--- config.mk ---
export PLATFORM = sky130hd
export DESIGN_NAME = etc_outq
export DESIGN_NICKNAME = d
export VERILOG_FILES = /design/src/etc_pkg.sv /design/src/etc_outq.sv
export SDC_FILE = /design/constraint.sdc
export NUM_CORES = 1
export LEC_CHECK = 0
export ABC_AREA = 1
export BUFFER_PORTS_ARGS = -buffer_cell sky130_fd_sc_hd__buf_2
export CORE_MARGIN = 10
export CORE_UTILIZATION = 40
export DETAILED_ROUTE_END_ITERATION = 16
export PLACE_DENSITY = 0.6
export SLEW_MARGIN = 40
export SYNTH_ARGS = -nofsm -noshare
export SYNTH_HDL_FRONTEND = slang
export SYNTH_SLANG_ARGS = --single-unit
--- constraint.sdc ---
create_clock -name i_clk -period 4.7 [get_ports i_clk]
set_clock_uncertainty 0.2 [all_clocks]
set_input_delay 0.235 -clock i_clk [delete_from_list [all_inputs] [get_ports i_clk]]
set_output_delay 0.235 -clock i_clk [all_outputs]
set_load 0.02 [all_outputs]
--- src/etc_pkg.sv ---
`default_nettype none
// ----------------------------------------------------------------------------
// etc_pkg
// Shared types and constants of the edge trigger and capture engine.
// ----------------------------------------------------------------------------
package etc_pkg;

    localparam int VAL_W     = 10;  // sample, level and count fields
    localparam int IDX_W     = 9;   // read_index and write_index fields
    localparam int LAYER_W   = 3;   // read_layer field
    localparam int PADDR_W   = 5;
    localparam int PDATA_W   = 32;
    localparam int OUTQ_DEPTH = 3;

    localparam int BUFFER_DEPTH_DEF   = 512;
    localparam int HISTORY_LAYERS_DEF = 8;
    localparam int SAMPLE_BITS_DEF    = 10;

    localparam logic [VAL_W-1:0] LEVEL_RST = VAL_W'(512);
    localparam logic [VAL_W-1:0] HYST_RST  = VAL_W'(20);
    localparam logic [VAL_W-1:0] POST_RST  = VAL_W'(384);

    localparam logic REQ_SAMPLE = 1'b0;
    localparam logic REQ_READ   = 1'b1;

    typedef enum logic [2:0] {
        REG_TRIGGER_LEVEL  = 3'd0,
        REG_EDGE_RISING    = 3'd1,
        REG_HYSTERESIS     = 3'd2,
        REG_AUTO_ARM       = 3'd3,
        REG_CH1_ENABLE     = 3'd4,
        REG_CH2_ENABLE     = 3'd5,
        REG_PERSIST_ENABLE = 3'd6,
        REG_POST_COUNT     = 3'd7
    } t_reg_idx;

    typedef struct packed {
        logic [VAL_W-1:0] trigger_level;
        logic             edge_rising;
        logic [VAL_W-1:0] hysteresis;
        logic             auto_arm;
        logic             ch1_enable;
        logic             ch2_enable;
        logic             persist_enable;
        logic [VAL_W-1:0] post_count;
    } t_cfg;

    typedef struct packed {
        logic fired;
        logic done;
        logic push;
        logic armed_now;   // armed after a sample item
        logic armed_cur;   // armed before the item, kept by read items
    } t_trig;

    typedef struct packed {
        logic             triggered;
        logic             capture_done;
        logic [IDX_W-1:0] write_index;
        logic [VAL_W-1:0] ch1_value;
        logic [VAL_W-1:0] ch2_value;
        logic [VAL_W-1:0] persist_value;
        logic             armed_now;
    } t_result;

endpackage
`default_nettype wire

--- src/etc_outq.sv ---
`default_nettype none
// ----------------------------------------------------------------------------
// etc_outq
// Small result queue that decouples the memory pipeline from the receiver.
// ----------------------------------------------------------------------------
module etc_outq (
    input  wire logic                i_clk,
    input  wire logic                i_rst_n,
    input  wire logic                i_push,
    input  etc_pkg::t_result         i_data,
    input  wire logic                i_pop,
    output logic                     o_valid,
    output etc_pkg::t_result         o_data,
    output logic [1:0]               o_count
);
    import etc_pkg::*;

    t_result    r_q [OUTQ_DEPTH];
    logic [1:0] r_wr, r_rd, r_count;

    always_ff @(posedge i_clk) begin
        if (i_push) begin
            r_q[r_wr] <= i_data;
        end
    end

    always_ff @(posedge i_clk) begin
        if (!i_rst_n) begin
            r_wr    <= '0;
            r_rd    <= '0;
            r_count <= '0;
        end else begin
            if (i_push) begin
                r_wr <= (r_wr == 2'(OUTQ_DEPTH - 1)) ? '0 : r_wr + 1'b1;
            end
            if (i_pop) begin
                r_rd <= (r_rd == 2'(OUTQ_DEPTH - 1)) ? '0 : r_rd + 1'b1;
            end
            r_count <= r_count + 2'(i_push) - 2'(i_pop);
        end
    end

    assign o_valid = (r_count != '0);
    assign o_data  = r_q[r_rd];
    assign o_count = r_count;

endmodule
`default_nettype wire

Word-level counts from Yosys, hierarchy flattened --
Memories as Yosys holds them, arrays and structs flattened. A register that Yosys moved wholly into a read port is not among the register bits. Cells that the tools add are included.
Operators by class: $add $sub $neg 4, eq/ne operators 2, multiplexer cells 6, reduce and logical (&&, ||, !) cells 1
Operators by type and width (number):
- two-way mux 2 bit | 4
- adder 2 x 1 -> 2 bit (second input constant) | 2
- equality test 2 bit (second input constant) | 2
- adder 2 x 1 -> 2 bit | 1
- two-way mux 1 bit | 2
- nonzero test 2 bit | 1
- subtractor 2 x 1 -> 2 bit | 1
Storage, ports and cells: register bits 6, bits in writable memories 126, input bits 46, logic and storage cells 17, memories 1
Memories:
- r_q | words 3, bits a word 42, read ports 1, clocked after Yosys merged registers in 1, write ports 1, line etc_outq.sv:18 | t_result r_q [OUTQ_DEPTH];

Depth between registers and ports, before layout --
word-level depth 4, mapped depth 9, mapped depth without buffers 9

Least setup slack after synthesis --
No wires, ideal clock.
kind flip-flop to flip-flop, start point register r_wr[1], end point memory r_q[2][0] (netlist name) (enable), library setup time 493 ps, arrival time 3275 ps, required time 4007 ps, path slack 732 ps, cell stages (with the launch flop) 3, period minus slack after synthesis 3968 ps, path through dfxtp_1 > inv_1 > nor3_1
RTL lines:
- start, declared | line etc_outq.sv:19 | logic [1:0] r_wr, r_rd, r_count;
- start signal, assigned | line etc_outq.sv:34 | r_wr <= (r_wr == 2'(OUTQ_DEPTH - 1)) ? '0 : r_wr + 1'b1;
- end, declared | line etc_outq.sv:18
Straight into the memory's write port.

==> flow_summary.toml <==
[timing]
worst_slew_pin_slew_ns = 0.588
period_share_pct = 52.8
holdWs_ns = 0.0366
tns_ns = 0
rsz0062_at_grt = "no"
layout_min_cycle_time_ns = 2.48
fin_ws_ns = 2.22
slew_headroom_pct = 60.8
finalSetupViolCount = 0
fmax_mhz = 403
drv_slew = 0
timing.final.hold_violations = 0

[detailed_routing]
wl_per_cell_um = 16.4
dr.pass1.iters = 4
wl_um = 11000
drc = 0
avgViaCountPerCell = 4.77
vias = 3214
antenna_left = 0
drt_iter0_markers = 227

[floorplan]
core-area_mm2 = 0.0121
die_w_um = 132
initial_core_util_pct = 41.3
row_count = 40
die_y_um = 132
die_area_mm2 = 0.0174
io_pins = 91

[setup_path]
crit_path_cell_trace = "clkinv_4, nand2_1, a21oi_1, buf_2"
worstPathBufferInverterCount = 2
required_ns = 4.26
path_max_fanout = 43
cp_slowest_cell = "dfxtp_4"
cp.arrival_ns = 2.05
path_class = "register to output port"
critPathMaxStageDelay_ns = 0.68
startpoint_type = "register"
path_delay_family = "flip-flops"
crit_path_end_kind = "output port"

[yosys]
synth_edf_count = 126
ys_async_sr_fraction_pct = 0
yosys.cell_count.top_type = "edfxtp_1"
ys_seq_area_share_pct = 78.9
synth_area_leader_cell = "edfxtp_1"
ys_seq_elements = 134
ys.flop_type = "edfxtp_1"
synth_cell_types = 15
synth_commonest_cells = "126 x edfxtp_1, 88 x a21oi_1, 52 x nand2_1"
yosysWarningCount = 0
synth_top_area_share_pct = 75.7
syn_area_per_cell_um2 = 14.0
syn_nets = 404
synthCells = 356
netlist_area_mm2 = 0.00500
synth_area_leaders = "edfxtp_1 76%, a21oi_1 8.8%, nand2_1 3.9%"

[placed_design]
port_buffers = 90
hpwl_um = 6260
place.gp.congestion = 0.693
pre_cts_slack_ns = 2.65
placed_area_mm2 = 0.00555
dp.cells = 598

[final_layout]
drive_above_1_share_pct = 24.5
area.growth.synth_to_final_pct = 32.1
fillers = 1036
fin_nets = 541
fin_cells = 674
antenna_cells = 0
final_area_mm2 = 0.00661
final_util_pct = 54.6

[grt]
groute.usage.overall_pct = 12.6
grt_pass1_vias = 3382
antenna_found_initial = 0
grt_first_pass_wirelength_um = 17300
grt_max_degree = 44
grt_overflow = 0

[run]
max_cap_violations = 0

[pwr]
total_power_mw = 3.16
peakVddDrop_mv = 0.263
power_density_mw_per_mm2 = 478
leakagePower_nw = 2.53

[clock_tree]
cts_tree = "yes"
cts_buffer_depth = 2
numCtsBuffers = 17
clk_pin_slew_worst_paths_ns = 0.06
clockRootBuffer = "clkbuf_16"
post_cts_buffers = 0
clkLatencyLatePin_ns = 0.40
clock-sinks = 134
htree_levels = 4

[run_status]
status = "finished, final reports clean"

[hold_path]
hold_class = "primary input to register"
placed cells by master, fill, tap and decap left out, drive strengths merged:
cell type      n
a21oi         88
buf           92
bufinv         5
clkbuf        21
clkinv         7
dfxtp          8
dlygate4sd3   44
edfxtp       126
ha             2
inv           11
nand2         52
nand3          2
nor2          46
nor3           1
xnor2          1
kinds of logic (layout without fill, tap and decap cells):
family                   count (synthesis)  count (layout)  share of synthesized area, %
AND/OR/NAND/NOR                        101             101                          7.66
XOR/XNOR                                 1               1                         0.175
flip-flops                             134             134                          78.9
adder cells (fa/ha/maj)                  2               2                         0.500
AO/OA/AOI/OAI                           88              88                          8.81
buffers and inverters                   30             180                          4.00
routing by layer:
| layer | up-vias | GRT usage [%] | share of wire (%) |
|---|---|---|---|
| li1 | 1556 | - | - |
| met1 | 1558 | 14.5 | 44 |
| met2 | 85 | 21.4 | 49 |
| met3 | 15 | 4.46 | 5.6 |
| met4 | 0 | 4.45 | 1.4 |
| met5 | - | 0 | 0 |
worst paths after layout:
check,start,endpoint,slack (ns),depth (start not counted)
setup / recovery,register,o_data[37],2.22,4
hold / removal,i_push,o_count[0]$_SDFF_PN0_,0.04,4
setup reg to reg,r_wr[0]$_SDFFE_PN0P_,r_q[1][5]$_DFFE_PP_,3.09,2
hold reg to reg,r_wr[1]$_SDFFE_PN0P_,r_wr[1]$_SDFFE_PN0P_,0.30,2
registers in the layout, indices dropped and copies added, names as in the netlist, named ones only:
register and cells:
r_wr 2, r_q 126, o_count 2, r_rd 2
layout make-up:
class                           count  area, µm²  area share [%]
Inverter                           12       57.6           0.871
Multi-Input combinational cell    192        862            13.0
Clock buffer                       21        440            6.67
Timing Repair Buffer              136        906            13.7
Sequential cell                   134       3950            59.8
Tap cell                          168        210            3.18
Clock inverter                     11        180            2.73
repair_timing:
| item | CTS | global route |
|---|---|---|
| endpoints found under the hold margin | 134 | 0 |
| gates resized for setup | 0 | 0 |
| hold buffers | 44 | 0 |
worst reg2reg max path, cell delays in order (launching register included):
cell,delay (ns)
dfxtp_1,0.39
nand3_1,0.18
inv_4,0.47
power by group:
| part | switching, mW | internal [mW] |
|---|---|---|
| sequential | 0.0378 | 1.37 |
| combinational | 0.238 | 0.132 |
| clock | 0.446 | 0.934 |
| total | 0.722 | 2.43 |
Power figures use the tool's default switching activity.
