$ cat config.mk
export PLATFORM = sky130hd
export DESIGN_NAME = etc_regs
export DESIGN_NICKNAME = d
export VERILOG_FILES = /design/src/etc_pkg.sv /design/src/etc_regs.sv
export SDC_FILE = /design/constraint.sdc
export NUM_CORES = 1
export LEC_CHECK = 0
export ABC_AREA = 0
export BUFFER_PORTS_ARGS = -buffer_cell sky130_fd_sc_hd__buf_2
export CAP_MARGIN = 20
export CORE_MARGIN = 4
export CORE_UTILIZATION = 43
export CTS_CLUSTER_SIZE = 25
export DETAILED_ROUTE_END_ITERATION = 10
export PLACE_DENSITY = 0.82
export SLEW_MARGIN = 20
export SYNTH_ARGS = -nofsm -noshare
export SYNTH_HDL_FRONTEND = slang
export SYNTH_SLANG_ARGS = --single-unit
$ cat constraint.sdc
create_clock -name i_clk -period 1.9 [get_ports i_clk]
set_input_delay 0.38 -clock i_clk [delete_from_list [all_inputs] [get_ports i_clk]]
set_output_delay 0.38 -clock i_clk [all_outputs]
set_load 0.02 [all_outputs]
$ cat src/etc_pkg.sv
`default_nettype none
// ----------------------------------------------------------------------------
// etc_pkg
// Shared types and constants of the edge trigger and capture engine.
// ----------------------------------------------------------------------------
package etc_pkg;

    localparam int VAL_W     = 10;  // sample, level and count fields
    localparam int IDX_W     = 9;   // read_index and write_index fields
    localparam int LAYER_W   = 3;   // read_layer field
    localparam int PADDR_W   = 5;
    localparam int PDATA_W   = 32;
    localparam int OUTQ_DEPTH = 3;

    localparam int BUFFER_DEPTH_DEF   = 512;
    localparam int HISTORY_LAYERS_DEF = 8;
    localparam int SAMPLE_BITS_DEF    = 10;

    localparam logic [VAL_W-1:0] LEVEL_RST = VAL_W'(512);
    localparam logic [VAL_W-1:0] HYST_RST  = VAL_W'(20);
    localparam logic [VAL_W-1:0] POST_RST  = VAL_W'(384);

    localparam logic REQ_SAMPLE = 1'b0;
    localparam logic REQ_READ   = 1'b1;

    typedef enum logic [2:0] {
        REG_TRIGGER_LEVEL  = 3'd0,
        REG_EDGE_RISING    = 3'd1,
        REG_HYSTERESIS     = 3'd2,
        REG_AUTO_ARM       = 3'd3,
        REG_CH1_ENABLE     = 3'd4,
        REG_CH2_ENABLE     = 3'd5,
        REG_PERSIST_ENABLE = 3'd6,
        REG_POST_COUNT     = 3'd7
    } t_reg_idx;

    typedef struct packed {
        logic [VAL_W-1:0] trigger_level;
        logic             edge_rising;
        logic [VAL_W-1:0] hysteresis;
        logic             auto_arm;
        logic             ch1_enable;
        logic             ch2_enable;
        logic             persist_enable;
        logic [VAL_W-1:0] post_count;
    } t_cfg;

    typedef struct packed {
        logic fired;
        logic done;
        logic push;
        logic armed_now;   // armed after a sample item
        logic armed_cur;   // armed before the item, kept by read items
    } t_trig;

    typedef struct packed {
        logic             triggered;
        logic             capture_done;
        logic [IDX_W-1:0] write_index;
        logic [VAL_W-1:0] ch1_value;
        logic [VAL_W-1:0] ch2_value;
        logic [VAL_W-1:0] persist_value;
        logic             armed_now;
    } t_result;

endpackage
`default_nettype wire

$ cat src/etc_regs.sv
`default_nettype none
// ----------------------------------------------------------------------------
// etc_regs
// APB configuration registers of the trigger engine.
// ----------------------------------------------------------------------------
module etc_regs (
    input  wire logic                          i_clk,
    input  wire logic                          i_rst_n,
    input  wire logic                          psel,
    input  wire logic                          penable,
    input  wire logic                          pwrite,
    input  wire logic [etc_pkg::PADDR_W-1:0]   paddr,
    input  wire logic [etc_pkg::PDATA_W-1:0]   pwdata,
    output logic      [etc_pkg::PDATA_W-1:0]   prdata,
    output logic                               pready,
    output etc_pkg::t_cfg                      o_cfg
);
    import etc_pkg::*;

    t_cfg     r_cfg;
    t_reg_idx reg_idx;
    logic     wr_en;

    assign pready  = 1'b1;
    assign reg_idx = t_reg_idx'(paddr[4:2]);
    assign wr_en   = psel && penable && pwrite;
    assign o_cfg   = r_cfg;

    always_ff @(posedge i_clk) begin
        if (!i_rst_n) begin
            r_cfg.trigger_level  <= LEVEL_RST;
            r_cfg.edge_rising    <= 1'b1;
            r_cfg.hysteresis     <= HYST_RST;
            r_cfg.auto_arm       <= 1'b1;
            r_cfg.ch1_enable     <= 1'b1;
            r_cfg.ch2_enable     <= 1'b0;
            r_cfg.persist_enable <= 1'b0;
            r_cfg.post_count     <= POST_RST;
        end else if (wr_en) begin
            unique case (reg_idx)
                REG_TRIGGER_LEVEL:  r_cfg.trigger_level  <= pwdata[VAL_W-1:0];
                REG_EDGE_RISING:    r_cfg.edge_rising    <= pwdata[0];
                REG_HYSTERESIS:     r_cfg.hysteresis     <= pwdata[VAL_W-1:0];
                REG_AUTO_ARM:       r_cfg.auto_arm       <= pwdata[0];
                REG_CH1_ENABLE:     r_cfg.ch1_enable     <= pwdata[0];
                REG_CH2_ENABLE:     r_cfg.ch2_enable     <= pwdata[0];
                REG_PERSIST_ENABLE: r_cfg.persist_enable <= pwdata[0];
                REG_POST_COUNT:     r_cfg.post_count     <= pwdata[VAL_W-1:0];
            endcase
        end
    end

    always_comb begin
        prdata = '0;
        unique case (reg_idx)
            REG_TRIGGER_LEVEL:  prdata = PDATA_W'(r_cfg.trigger_level);
            REG_EDGE_RISING:    prdata = PDATA_W'(r_cfg.edge_rising);
            REG_HYSTERESIS:     prdata = PDATA_W'(r_cfg.hysteresis);
            REG_AUTO_ARM:       prdata = PDATA_W'(r_cfg.auto_arm);
            REG_CH1_ENABLE:     prdata = PDATA_W'(r_cfg.ch1_enable);
            REG_CH2_ENABLE:     prdata = PDATA_W'(r_cfg.ch2_enable);
            REG_PERSIST_ENABLE: prdata = PDATA_W'(r_cfg.persist_enable);
            REG_POST_COUNT:     prdata = PDATA_W'(r_cfg.post_count);
        endcase
    end

endmodule
`default_nettype wire

* Yosys cells after proc, flatten, opt, wreduce, memory -nomap -nowiden
Index checks and enable logic that the tools add are counted.
** Operators by class
- Equal/unequal tests :: 7
- Mux-type cells :: 1
- Reductions and logical operators :: 11
** Operators by type and width (number)
- $pmux W32 S8 :: 1
- $reduce_and A2 Y1 :: 8
- $eq A3 B3 Y1 const B :: 4
- $eq A3 B2 Y1 const B :: 2
- $eq A3 B1 Y1 const B :: 1
- $logic_not A3 Y1 :: 1
- $logic_and A1 B1 Y1 :: 2
** Storage, ports and cells
- Register bits :: 35
- Output and inout bits :: 68
- Word-level logic and storage cells :: 27

* Depth between registers and ports, before layout
- Depth after elaboration :: 3
- Mapped depth :: 7
- Gate-level depth less buffers :: 4

* Least setup slack after synthesis
Ideal clock, no wire load.
- Kind :: input to output
- Start point :: input paddr[2] in the netlist's numbering
- End point :: output prdata[1] in the netlist's numbering
- Arrival :: 1.508 ns
- Required time :: 1.520 ns
- Slack :: 0.012 ns
- Stages on the path :: 5
- Path through :: buf_6 > or2_1 > buf_6 > clkbuf_1 > o21ai_0
** Between the ends
- Cells in the longest elaborated chain, start to end :: 2
** RTL lines
- start: declaration :: line etc_regs.sv:12 : input wire logic [etc_pkg::PADDR_W-1:0] paddr,
- $eq A3 B3 Y1, or another cell as far along :: line etc_regs.sv:55 : unique case (reg_idx)
- $pmux W32 S8 * :: line etc_regs.sv:55
- end: declaration :: line etc_regs.sv:14 : output logic [etc_pkg::PDATA_W-1:0] prdata,
Every way passes the cells marked *; elsewhere a longest branch is shown, timed or not. The select of a mux whose other input is x is not followed.

* Worst setup path in the final report
- Start point :: input paddr[2] in the netlist's numbering
- End point :: output prdata[9] in the netlist's numbering
Same word-level chain as after synthesis.

==> run metrics <==
Hold Fails Final Rpt 0; main combinational cell family by area after synthesis simple AND/OR/NAND/NOR gates; crit path DAT approximately 1400 ps; GRT Total Usage between 10% and 20%; sequential share of the synthesized area 37.6%; minimum clock period between 1500 and 2000 ps; fmax between 500 and 600 MHz; Bufs and invs on worst path 3; dpl ws ~62 ps; die height between 70 and 80 um; top cell type by total area after synthesis dfxtp_1; Detailed Place HPWL 3.17 mm; share of the synthesized area in the top cell type a little under two fifths; VDD IR max 0.413 mV; outcome completed; starting density of the core roughly 46%; WL final 4.34 mm; Seq. cell area between 700 and 800 um2; fin util between 50% and 60%; Sw Share a little over a quarter; Seq pwr share between 50% and 60%; critical path's slowest cell or2_1; hold_ws roughly 340 ps; Avg Inst Size Synth approximately 9.0 um2; mux cell area share after synthesis between 15 and 20%; Slew Viols, Final 0; max reg flops 35; core area about 4000 um2; Pre-Repair DR Iteration Count 4; CP endpoint kind primary output; footprint of the multi-input gates 998 um2; vias in the first global route between 1k and 1.5k; Routed WL per cell approximately 14 um; simple-gate portion of the synthesized area 20.8%; #FFs+latches synth 35; CP delay by family, top buffers and inverters; part of the power in combinational logic approximately 13%; drt initial violations 63; CTS tree built; Pwr per Cell Area 651 nW/um2; Antenna diodes 0; startpoint type of the worst setup path input port; post-route ant nets 0; routability cong. between 0.8 and 0.9; Remaining DRCs 0; Area growth syn-to-layout 18.0%; Site Rows 23; Synth Warn # 0; clock network power share 34.6%; Setup CP Type input port to primary output; Filler cells roughly 400; worst path cell trace buf_2 -> or2_1 -> buf_4 -> o21ai_0 -> buf_2; Slew @ Worst Pin about 510 ps; Max-slew headroom between 60% and 70%; Clock Skew 0 ps; worst skew pair latency 290 ps; Cell Count Post-Placement approximately 310; Final Net Count a little over 300; final period utilization between 90% and 100%; Syn Inst Count 206; first-pass GRT wire length roughly 6.8 mm; total number of vias about 1.6k; Layout Cells excl Fill about 320; # setup viols final 0; CTS Root Cell clkbuf_8; initial antenna violation count 0; Clock H-tree levels 2; critical-path maximum fanout 7; Synth Area in XOR/XNOR 0%; cts bufs inserted 5; PortBufs between 60 and 70; most frequent CP cell buf_2; Congestion Overflow GR 0; Synth Area in Compound Gates approximately 13%; vias per cell slightly below 5; maximum number of pins on one net before global-route repair 36; post-synthesis adder-cell area fraction 0%; clock sink total 35; P_leak 0.979 nW; Setup WS post-layout around 120 ps; worst hold path class input port to flip-flop; die area approximately 5400 um2; die span in x ~74 um; clock tree buffer depth 2; Worst path max stage delay 310 ps; I/O pin count 110; Internal Power 0.00105 W; net switching power ~0.00038 W; synth unique cells 29; setup TNS 0 ps; max-cap violation count 0; RSZ-0062 raised after global routing false; Clock transition at path regs approximately 60 ps; worst endpoint required time ~1500 ps; Cell Area, Synth about 1900 um2; Synth area leaders dfxtp_1, mux2i_1, buf_4; share of cells above drive strength 1 approximately 30%
[cell usage in the layout, fill, tap and decap left out]
cell and n:
buf_2 62, nand2_1 36, dfxtp_1 35, mux2i_1 28, conb_1 23, o21ai_0 17
nor2b_1 16, a21boi_1 9, buf_4 6, clkbuf_8 5, nand2b_1 3, a21oi_1 3
a21boi_0 3, o311ai_0 3, or2_1 2, inv_1 2, nor2_4 2, or3_1 2
nand3_1 2, and3_2 1, o221ai_1 1, mux2_2 1, nor2_1 1, o21bai_1 1
nand4_4 1, nand4b_4 1, nor2_8 1, clkbuf_1 1
[cell families (layout without fill, tap and decap cells)]
logic type      after synthesis  after routing
mux                          29             29
buf+inv                      35             76
compound gates               37             37
other cells                   2             23
simple gates                 68             68
flops                        35             35
[final timing paths]
check             cells after the start  slack [ps]              startpoint                      to
setup / recovery                      5         120                paddr[2]               prdata[9]
hold / removal                        3         340               pwdata[2]  o_cfg[16]$_SDFFE_PN1P_
setup reg to reg                      2        1190  o_cfg[24]$_SDFFE_PN1P_  o_cfg[24]$_SDFFE_PN1P_
hold reg to reg                       2         470  o_cfg[23]$_SDFFE_PN0P_  o_cfg[23]$_SDFFE_PN0P_
[what timing repair did]
| action | 4_1_cts | 5_1_grt |
|---|---|---|
| resized for setup | 0 | 1 |
| hold buffers | 0 | 0 |
| buffers inserted | 0 | 0 |
| endpoints found under the setup margin | 0 | 6 |
[per-layer routing]
layer	vias to the layer above	part of all wire (%)	GRT usage (%)
met1	708	42	19.5
li1	774	-	-
met5	-	0	0
met3	13	8.7	5.20
met2	64	47	27.3
met4	0	2.4	7.85
[layout make-up]
type	instances	share of cell area, %
clock buffer	6	3.30
tap	50	2.85
sequential	35	31.9
multi-input combinational	157	45.4
inverter	2	0.342
timing repair buffer	68	16.2
[stage by stage]
step,total power [W],instance area (um2)
4_1_cts,0.00145,2200
6_report,0.00143,2200
5_1_grt,0.00149,2200
3_3_place_gp,0.000949,2120
2_1_floorplan,0.000926,1940
3_5_place_dp,0.000951,2120
[power by group through the flow]
stage	Clock (W)	Sequential, W	Combinational [W]
2_1_floorplan	0	0.000767	0.000159
3_3_place_gp	0	0.000760	0.000188
3_5_place_dp	0	0.000761	0.000190
4_1_cts	0.000513	0.000744	0.000191
5_1_grt	0.000532	0.000745	0.000209
6_report	0.000494	0.000744	0.000191
[synthesized netlist by cell type]
master    count
buf_6         3
buf_4        23
dfxtp_1      35
nand4b_4      1
mux2i_1      28
o21ai_0      17
nor2_1        1
a21boi_1      9
or3_1         2
o21bai_1      1
buf_2         2
nor2_4        2
inv_1         2
nand3_1       2
nand2b_1      3
nor2b_1      16
o311ai_0      3
or2_1         2
buf_1         1
conb_1        2
nand4_4       1
and3_1        1
clkbuf_1      4
nand2_1      36
mux2_2        1
o221ai_1      1
nor2_8        1
a21oi_1       3
a21boi_0      3
[worst register-to-register path, stage by stage, from the launching register on]
cell      delay, ps
dfxtp_1         330
o21ai_0          80
o311ai_0        140
No activity file was read; power rests on OpenSTA's default activity.
