`src/etc_pkg.sv`:
```
`default_nettype none
// ----------------------------------------------------------------------------
// etc_pkg
// Shared types and constants of the edge trigger and capture engine.
// ----------------------------------------------------------------------------
package etc_pkg;

    localparam int VAL_W     = 10;  // sample, level and count fields
    localparam int IDX_W     = 9;   // read_index and write_index fields
    localparam int LAYER_W   = 3;   // read_layer field
    localparam int PADDR_W   = 5;
    localparam int PDATA_W   = 32;
    localparam int OUTQ_DEPTH = 3;

    localparam int BUFFER_DEPTH_DEF   = 512;
    localparam int HISTORY_LAYERS_DEF = 8;
    localparam int SAMPLE_BITS_DEF    = 10;

    localparam logic [VAL_W-1:0] LEVEL_RST = VAL_W'(512);
    localparam logic [VAL_W-1:0] HYST_RST  = VAL_W'(20);
    localparam logic [VAL_W-1:0] POST_RST  = VAL_W'(384);

    localparam logic REQ_SAMPLE = 1'b0;
    localparam logic REQ_READ   = 1'b1;

    typedef enum logic [2:0] {
        REG_TRIGGER_LEVEL  = 3'd0,
        REG_EDGE_RISING    = 3'd1,
        REG_HYSTERESIS     = 3'd2,
        REG_AUTO_ARM       = 3'd3,
        REG_CH1_ENABLE     = 3'd4,
        REG_CH2_ENABLE     = 3'd5,
        REG_PERSIST_ENABLE = 3'd6,
        REG_POST_COUNT     = 3'd7
    } t_reg_idx;

    typedef struct packed {
        logic [VAL_W-1:0] trigger_level;
        logic             edge_rising;
        logic [VAL_W-1:0] hysteresis;
        logic             auto_arm;
        logic             ch1_enable;
        logic             ch2_enable;
        logic             persist_enable;
        logic [VAL_W-1:0] post_count;
    } t_cfg;

    typedef struct packed {
        logic fired;
        logic done;
        logic push;
        logic armed_now;   // armed after a sample item
        logic armed_cur;   // armed before the item, kept by read items
    } t_trig;

    typedef struct packed {
        logic             triggered;
        logic             capture_done;
        logic [IDX_W-1:0] write_index;
        logic [VAL_W-1:0] ch1_value;
        logic [VAL_W-1:0] ch2_value;
        logic [VAL_W-1:0] persist_value;
        logic             armed_now;
    } t_result;

endpackage
`default_nettype wire

```
`src/etc_trig.sv`:
```
`default_nettype none
// ----------------------------------------------------------------------------
// etc_trig
// Trigger state: arming with hysteresis, post-trigger count, write pointer
// and buffer fill level.
// ----------------------------------------------------------------------------
module etc_trig #(
    parameter int BUFFER_DEPTH = etc_pkg::BUFFER_DEPTH_DEF
) (
    input  wire logic                            i_clk,
    input  wire logic                            i_rst_n,
    input  etc_pkg::t_cfg                        i_cfg,
    input  wire logic                            i_tick,
    input  wire logic [etc_pkg::VAL_W-1:0]       i_trig_sample,
    output etc_pkg::t_trig                       o_trig,
    output logic      [$clog2(BUFFER_DEPTH)-1:0] o_widx,
    output logic      [$clog2(BUFFER_DEPTH):0]   o_fill
);
    import etc_pkg::*;

    localparam int AW = $clog2(BUFFER_DEPTH);

    logic [AW-1:0]    r_wr_ptr, n_wr_ptr;
    logic [AW:0]      r_fill, n_fill;
    logic             r_armed, n_armed;
    logic             r_post_phase, n_post_phase;
    logic [VAL_W-1:0] r_post_left, n_post_left;
    logic             r_capture_start, n_capture_start;

    logic [AW-1:0]    ptr;
    logic             arm0;
    logic             fired;
    logic             rearm;
    logic             done;
    logic [VAL_W-1:0] left;
    logic [VAL_W:0]   band_hi;

    always_comb begin
        ptr     = r_capture_start ? '0 : r_wr_ptr;
        arm0    = r_armed || (r_capture_start && i_cfg.auto_arm);
        band_hi = {1'b0, i_cfg.trigger_level} + {1'b0, i_cfg.hysteresis};
        fired   = 1'b0;
        rearm   = 1'b0;
        done    = 1'b0;
        left    = (r_post_left != '0) ? r_post_left - 1'b1 : r_post_left;

        if (!r_post_phase) begin
            if (arm0) begin
                fired = i_cfg.edge_rising ? (i_trig_sample >= i_cfg.trigger_level)
                                          : (i_trig_sample <= i_cfg.trigger_level);
            end else if (i_cfg.edge_rising) begin
                rearm = (i_cfg.trigger_level >= i_cfg.hysteresis) &&
                        (i_trig_sample < i_cfg.trigger_level - i_cfg.hysteresis);
            end else begin
                rearm = {1'b0, i_trig_sample} > band_hi;
            end
        end else begin
            done = (left == '0);
        end

        n_wr_ptr        = (ptr == AW'(BUFFER_DEPTH - 1)) ? '0 : ptr + 1'b1;
        n_fill          = ((AW + 1)'(ptr) == r_fill && r_fill != (AW + 1)'(BUFFER_DEPTH))
                          ? r_fill + 1'b1 : r_fill;
        n_armed         = (arm0 || rearm) && !fired;
        n_post_phase    = r_post_phase ? !done : fired;
        n_post_left     = r_post_phase ? left
                        : (i_cfg.post_count != '0 ? i_cfg.post_count : VAL_W'(1));
        n_capture_start = done;
    end

    always_ff @(posedge i_clk) begin
        if (!i_rst_n) begin
            r_wr_ptr        <= '0;
            r_fill          <= '0;
            r_armed         <= 1'b0;
            r_post_phase    <= 1'b0;
            r_post_left     <= '0;
            r_capture_start <= 1'b1;
        end else if (i_tick) begin
            r_wr_ptr        <= n_wr_ptr;
            r_fill          <= n_fill;
            r_armed         <= n_armed;
            r_post_phase    <= n_post_phase;
            r_post_left     <= n_post_left;
            r_capture_start <= n_capture_start;
        end
    end

    assign o_trig.fired     = fired;
    assign o_trig.done      = done;
    assign o_trig.push      = !r_post_phase && i_cfg.persist_enable;
    assign o_trig.armed_now = n_armed;
    assign o_trig.armed_cur = r_armed;
    assign o_widx           = ptr;
    assign o_fill           = r_fill;

endmodule
`default_nettype wire

```
`config.mk`:
```
export PLATFORM = sky130hd
export DESIGN_NAME = etc_trig
export DESIGN_NICKNAME = d
export VERILOG_FILES = /design/src/etc_pkg.sv /design/src/etc_trig.sv
export SDC_FILE = /design/constraint.sdc
export NUM_CORES = 1
export LEC_CHECK = 0
export BUFFER_PORTS_ARGS = -buffer_cell sky130_fd_sc_hd__buf_4
export CAP_MARGIN = 20
export CORE_ASPECT_RATIO = 0.9
export CORE_MARGIN = 2
export CORE_UTILIZATION = 33
export DETAILED_ROUTE_END_ITERATION = 8
export SLEW_MARGIN = 20
export SYNTH_ARGS = -nofsm -noshare
export SYNTH_HDL_FRONTEND = slang
export SYNTH_SLANG_ARGS = --single-unit
```
`constraint.sdc`:
```
create_clock -name i_clk -period 6.1 [get_ports i_clk]
set_clock_uncertainty 0.2 [all_clocks]
set_input_delay 0.915 -clock i_clk [delete_from_list [all_inputs] [get_ports i_clk]]
set_output_delay 0.915 -clock i_clk [all_outputs]
set_load 0.01 [all_outputs]
```
* Yosys cells after proc, flatten, opt, wreduce, memory -nomap -nowiden
Index checks and enable logic that the tools add are counted.
** Operators by class
- $add $sub $neg :: 5
- Order comparisons :: 5
- Equal/unequal tests :: 3
- Multiplexer cells :: 13
- Reduce and logical (&&, ||, !) cells :: 14
** Operators with widths (count)
- two-way mux 10 bit :: 3
- >= comparator 10 bit :: 2
- nonzero test 10 bit :: 2
- two-way mux 9 bit :: 2
- adder 10 x 10 -> 11 bit :: 1
- > comparator 10 x 11 -> 1 bit :: 1
- adder 10 x 1 -> 10 bit (second input constant) :: 1
- == test 9 x 10 -> 1 bit :: 1
- <= comparator 10 bit :: 1
- zero test 10 bit :: 1
- less-than comparator 10 bit :: 1
- != test 10 bit (second input constant) :: 1
- subtractor 10 x 1 -> 10 bit (second input constant) :: 1
- subtractor 10 bit :: 1
- adder 9 x 1 -> 9 bit (second input constant) :: 1
- == test 9 bit (second input constant) :: 1
- two-way mux 1 bit :: 8
- logical AND 1 bit :: 5
- zero test 1 bit :: 3
- logical OR 1 bit :: 2
- AND reduction 2 bit :: 1
** Storage, ports and cells
- Flip-flop bits (word level) :: 32
- Output and inout port bits :: 24
- Logic and storage cells :: 46

* Depth between registers and ports, before layout
- Depth in word-level cells :: 8
- Mapped depth :: 16

* Worst setup path before layout
No wires, ideal clock.
- Path kind :: input to output
- Start point :: in i_cfg[19] (netlist name)
- End point :: out o_trig[1] (netlist name)
- Data arrival time :: 3340 ps
- Data required time :: 4985 ps
- Path slack :: 1645 ps
- Cell stages on the path :: 15
- Path through :: inv_1 > ha_1 > clkbuf_1 > nor2b_1 > o21a_1 > a31oi_1 > nor4_1 > a311oi_1 > ha_1 > o221ai_1 > a211o_1 > a41oi_1 > a221oi_1 > nor2_1 > buf_4
** On the way
- Longest elaborated chain between the ends :: 8
- Elaborated cells between the ends (all ways) :: 11
- Classes of those cells :: add/sub (2); order compare (3); mux (3); reduce/logical (3)
** RTL lines
- start, declared :: line etc_trig.sv:12 : input etc_pkg::t_cfg i_cfg,
- subtractor 10 bit :: line etc_trig.sv:53 : (i_trig_sample < i_cfg.trigger_level - i_cfg.hysteresis);
- less-than comparator 10 bit :: line etc_trig.sv:53
- logical AND 1 bit :: line etc_trig.sv:52 : rearm = (i_cfg.trigger_level >= i_cfg.hysteresis) &&
- two-way mux 1 bit (*) :: line etc_trig.sv:51 : end else if (i_cfg.edge_rising) begin
- two-way mux 1 bit (*) :: line etc_trig.sv:48 : if (arm0) begin
- two-way mux 1 bit (*) :: line etc_trig.sv:47 : if (!r_post_phase) begin
- logical OR 1 bit (*) :: line etc_trig.sv:64 : n_armed = (arm0 || rearm) && !fired;
- logical AND 1 bit (*) :: line etc_trig.sv:64
- end, declared :: line etc_trig.sv:15 : output etc_pkg::t_trig o_trig,
Mark *: on every way between the ends. The rest lies on a longest branch, timed or not.

==> key figures <==
Status
  – Status: finished, final reports clean

Clock network
  – Hold buffers post-CTS: 0
  – Count of H-tree levels built during CTS: 2
  – Number of buffers created by CTS: 5
  – Clock transition at the registers of the reported paths: 0.05 ns
  – Total number of clock tree sinks: 32
  – TritonCTS clock tree: yes
  – Buffers from clock root to sink, at most: 2
  – Root buffer selected by CTS: sky130_fd_sc_hd__clkbuf_16
  – Post_cts resized: 0
  – Clock latency at the later pin of the worst-skew pair: 0.27 ns
  – Postcts setup bufs: 0

Critical path
  – Worst reg-to-reg setup slack: 3.25 ns
  – Crit path from: i_cfg[15]
  – Critical Path Sink Type: output port
  – Critical Setup Path Class: in2out
  – Crit path max fanout: 3
  – CP required: 4.98 ns
  – Worst Setup EP: o_trig[1]
  – Depth of the most critical reg-to-reg path: 11
  – Reg-to-reg critical path endpoint: r_wr_ptr[3]$_SDFFE_PN0P_
  – Launch instance of the worst register-to-register path: r_capture_start$_SDFFE_PN1P_
  – Critical Path Start Type: input pin
  – Data arrival at the endpoint of the critical path: 4.17 ns

Timing
  – Setup TNS: 0 ns
  – Post-route clock period utilization: ~87%
  – RSZ-0062 raised after global routing: false
  – Min Hold Slack: 0.310 ns
  – Final critical-path required period: 5.28 ns
  – Final hold violation count: 0
  – Number of pins with negative max-slew slack in the final report: 0
  – Final setup violation count: 0
  – Normalized max-slew margin: 42.8%
  – Worst slew pin tran: 0.849 ns
  – Maximum clock rate: 0.189 GHz

Final layout
  – Antenna diode instance count: 0
  – Layout net count: 676
  – Layout overhead on the synthesized area: 17.4%
  – Final cell utilization of the core: between 30% and 40%
  – Fillers: 1,223
  – Share of layout cells above drive strength 1: 15.7%
  – Count of non-filler cells in the finished layout: 728

Routing
  – Count of vias placed by the detailed router: 3,908
  – Number of DRC violations after detailed-routing iteration 0: 228
  – Via/cell ratio: 5.37
  – Drt wl/cell: between 10 and 15 um
  – First-pass detailed-route iteration total: 5
  – Post-route antenna net violation count: 0
  – Routed WL: 10.4 mm
  – DRC violations left: 0

Die
  – Area enclosed by the die boundary: 0.0127 mm^2
  – Top-Level Pins: between 70 and 80
  – Effective utilization at floorplan: 34.0%
  – Placeable core region: between 0.01 and 0.015 mm^2
  – Std cell rows: 37
  – Horiz. Die Dim: 119 um
  – Chip height: 107 um

Job
  – Number of max-cap violations: 0

Placed design
  – Cell total after placement: roughly 700
  – HPWL Detailed: around 8.3 mm
  – Count of input and output buffers: about 70
  – RD Place Congestion: 0.928

Synth
  – Average footprint of a synthesized cell: 7.45 um^2
  – Main synth FF type: sky130_fd_sc_hd__dfxtp_1
  – Number of distinct standard cells referenced by the synthesized netlist: 70
  – Cell area after synthesis: between 0.003 and 0.004 mm^2
  – Total of flip-flops plus latches after synthesis: 32
  – Proportion of register bits with asynchronous set or reset after synthesis: 0%
  – Number of cells produced by synthesis: 524
  – Number of synthesized flops with an enable pin: 0
  – Synthesized Nets: 628
  – Yosys warns: 0
  – Part of the Yosys area used for sequential elements: between 15 and 20%

Power and ir drop
  – Power density relative to cell area: 183 mW/mm^2
  – P_sw: 308 uW
  – Switching part of the total: 36.8%
  – Share of power burned in the clock network: 27.6%
  – VDD IR-drop max: 0.000167 V
  – Portion of total power attributed to combinational logic: 42.5%
  – Total design power: between 800 and 900 uW
  – Static Leakage: 1.95 nW
  – Internal power: approximately 530 uW
  – Sequential fraction of design power: 30.0%

Min path
  – Class of the tightest hold or removal check: reg2reg

GRT
  – Initial antenna violation count: 0
  – Remaining Overflow, GRT: 0
  – Overall track demand over capacity in global routing: 16.5%
  – Maximum number of pins on one net before global-route repair: 26
  – First-pass GRT wire length: 17.5 mm
  – Via count of the first global-routing pass: 3,668
## placed cells by master, fill, tap and decap left out, types with 5 or more instances in the layout
master | netlist | layout
sky130_fd_sc_hd__clkbuf_16 | 0 | 5
sky130_fd_sc_hd__inv_1 | 41 | 41
sky130_fd_sc_hd__o21ai_0 | 22 | 22
sky130_fd_sc_hd__nor3_1 | 22 | 22
sky130_fd_sc_hd__and3_1 | 6 | 6
sky130_fd_sc_hd__o21a_1 | 6 | 6
sky130_fd_sc_hd__xnor2_1 | 14 | 14
sky130_fd_sc_hd__a21oi_1 | 44 | 44
sky130_fd_sc_hd__nand3_1 | 13 | 13
sky130_fd_sc_hd__nand2_1 | 30 | 30
sky130_fd_sc_hd__or3_1 | 10 | 10
sky130_fd_sc_hd__ha_1 | 54 | 54
sky130_fd_sc_hd__dfxtp_1 | 32 | 32
sky130_fd_sc_hd__o211ai_1 | 6 | 6
sky130_fd_sc_hd__nor2b_1 | 22 | 22
sky130_fd_sc_hd__buf_4 | 4 | 69
sky130_fd_sc_hd__a211oi_1 | 5 | 5
sky130_fd_sc_hd__xor2_1 | 5 | 5
sky130_fd_sc_hd__nand4_1 | 11 | 11
sky130_fd_sc_hd__nor4_1 | 5 | 5
sky130_fd_sc_hd__nor2_1 | 56 | 56
sky130_fd_sc_hd__and2_1 | 5 | 5
sky130_fd_sc_hd__mux2i_1 | 8 | 8
## worst max-delay path: stages
cell and delay (ns):
sky130_fd_sc_hd__buf_4 0.10, sky130_fd_sc_hd__inv_1 0.07, sky130_fd_sc_hd__ha_1 0.33, sky130_fd_sc_hd__nand2b_1 0.15
sky130_fd_sc_hd__a21oi_1 0.21, sky130_fd_sc_hd__o21ai_0 0.16, sky130_fd_sc_hd__a31oi_1 0.39, sky130_fd_sc_hd__nor4_1 0.10
sky130_fd_sc_hd__a311oi_1 0.35, sky130_fd_sc_hd__ha_1 0.32, sky130_fd_sc_hd__o221ai_1 0.19, sky130_fd_sc_hd__a211o_1 0.12
sky130_fd_sc_hd__a41oi_1 0.04, sky130_fd_sc_hd__a221oi_1 0.47, sky130_fd_sc_hd__nor2_1 0.07, sky130_fd_sc_hd__buf_4 0.16
## power by group through the flow
stage | Clock, mW | Combinational, mW | Sequential, mW
after floorplan | 0 | 0.273 | 0.238
after global placement | 0 | 0.347 | 0.254
after detailed placement | 0 | 0.353 | 0.255
after CTS | 0.239 | 0.355 | 0.250
after global routing | 0.250 | 0.402 | 0.254
final | 0.231 | 0.355 | 0.251
## how the worst min path moves through the flow
stage                                        start                  endpoint  slack [ns]  depth (start not counted)
after global routing      r_wr_ptr[7]$_SDFFE_PN0P_  r_wr_ptr[7]$_SDFFE_PN0P_        0.36                          2
after CTS                 r_wr_ptr[7]$_SDFFE_PN0P_  r_wr_ptr[7]$_SDFFE_PN0P_        0.32                          2
after detailed placement  r_wr_ptr[7]$_SDFFE_PN0P_  r_wr_ptr[7]$_SDFFE_PN0P_        0.30                          2
after floorplan           r_wr_ptr[7]$_SDFFE_PN0P_  r_wr_ptr[7]$_SDFFE_PN0P_        0.27                          2
final                       o_fill[9]$_SDFFE_PN0P_    o_fill[9]$_SDFFE_PN0P_        0.31                          1
after global placement    r_wr_ptr[7]$_SDFFE_PN0P_  r_wr_ptr[7]$_SDFFE_PN0P_        0.29                          2
## synthesized netlist by cell type (11+ instances only)
cell | n | area share (%)
sky130_fd_sc_hd__nor3_1 | 22 | 2.8
sky130_fd_sc_hd__clkbuf_1 | 18 | 1.7
sky130_fd_sc_hd__dfxtp_1 | 32 | 16
sky130_fd_sc_hd__o21ai_0 | 22 | 2.8
sky130_fd_sc_hd__inv_1 | 41 | 3.9
sky130_fd_sc_hd__xnor2_1 | 14 | 3.1
sky130_fd_sc_hd__nand4_1 | 11 | 1.8
sky130_fd_sc_hd__nand3_1 | 13 | 1.7
sky130_fd_sc_hd__nor2b_1 | 22 | 3.5
sky130_fd_sc_hd__nor2_1 | 56 | 5.4
sky130_fd_sc_hd__ha_1 | 54 | 17
sky130_fd_sc_hd__a21oi_1 | 44 | 5.6
sky130_fd_sc_hd__nand2_1 | 30 | 2.9
## routing by layer
| layer | track usage (%) | wire length, um | up-vias |
|---|---|---|---|
| met2 | 27.0 | 4740 | 114 |
| met4 | 3.06 | 106 | 0 |
| met3 | 2.39 | 608 | 12 |
| met5 | 0 | 0 | - |
| met1 | 23.1 | 4960 | 1801 |
| li1 | - | - | 1981 |
## state kept, by name, indices dropped and copies added, names as in the netlist
name and cells:
r_post_left 10, o_fill 10, r_wr_ptr 9, r_post_phase 1
r_capture_start 1, r_armed 1
## through the flow
stage	setup slack, ns	instance area, um^2
detailed placement	0.806	4450
global placement	0.866	4450
CTS	0.804	4580
global route	0.550	4580
floorplan	1.65	3900
finish	0.818	4580
## final cells by class
class	count	area (um^2)	share of cell area [%]
multi-input combinational	421	2930	64.0
sequential	32	641	14.0
timing repair buffer	69	518	11.3
tap	156	195	4.26
inverter	43	161	3.52
clock buffer	6	129	2.81
clock inverter	1	5.00	0.109
## kinds of logic after synthesis
logic type | Yosys count | share of synthesized area, %
multiplexers | 10 | 2.63
flip-flops | 32 | 16.4
AND/OR/NAND/NOR | 204 | 27.6
buffers and inverters | 71 | 8.46
XOR/XNOR | 19 | 4.26
adder cells (fa/ha/maj) | 56 | 18.3
AO/OA/AOI/OAI | 132 | 22.3
Note: power is estimated with default switching activity, not from simulation.
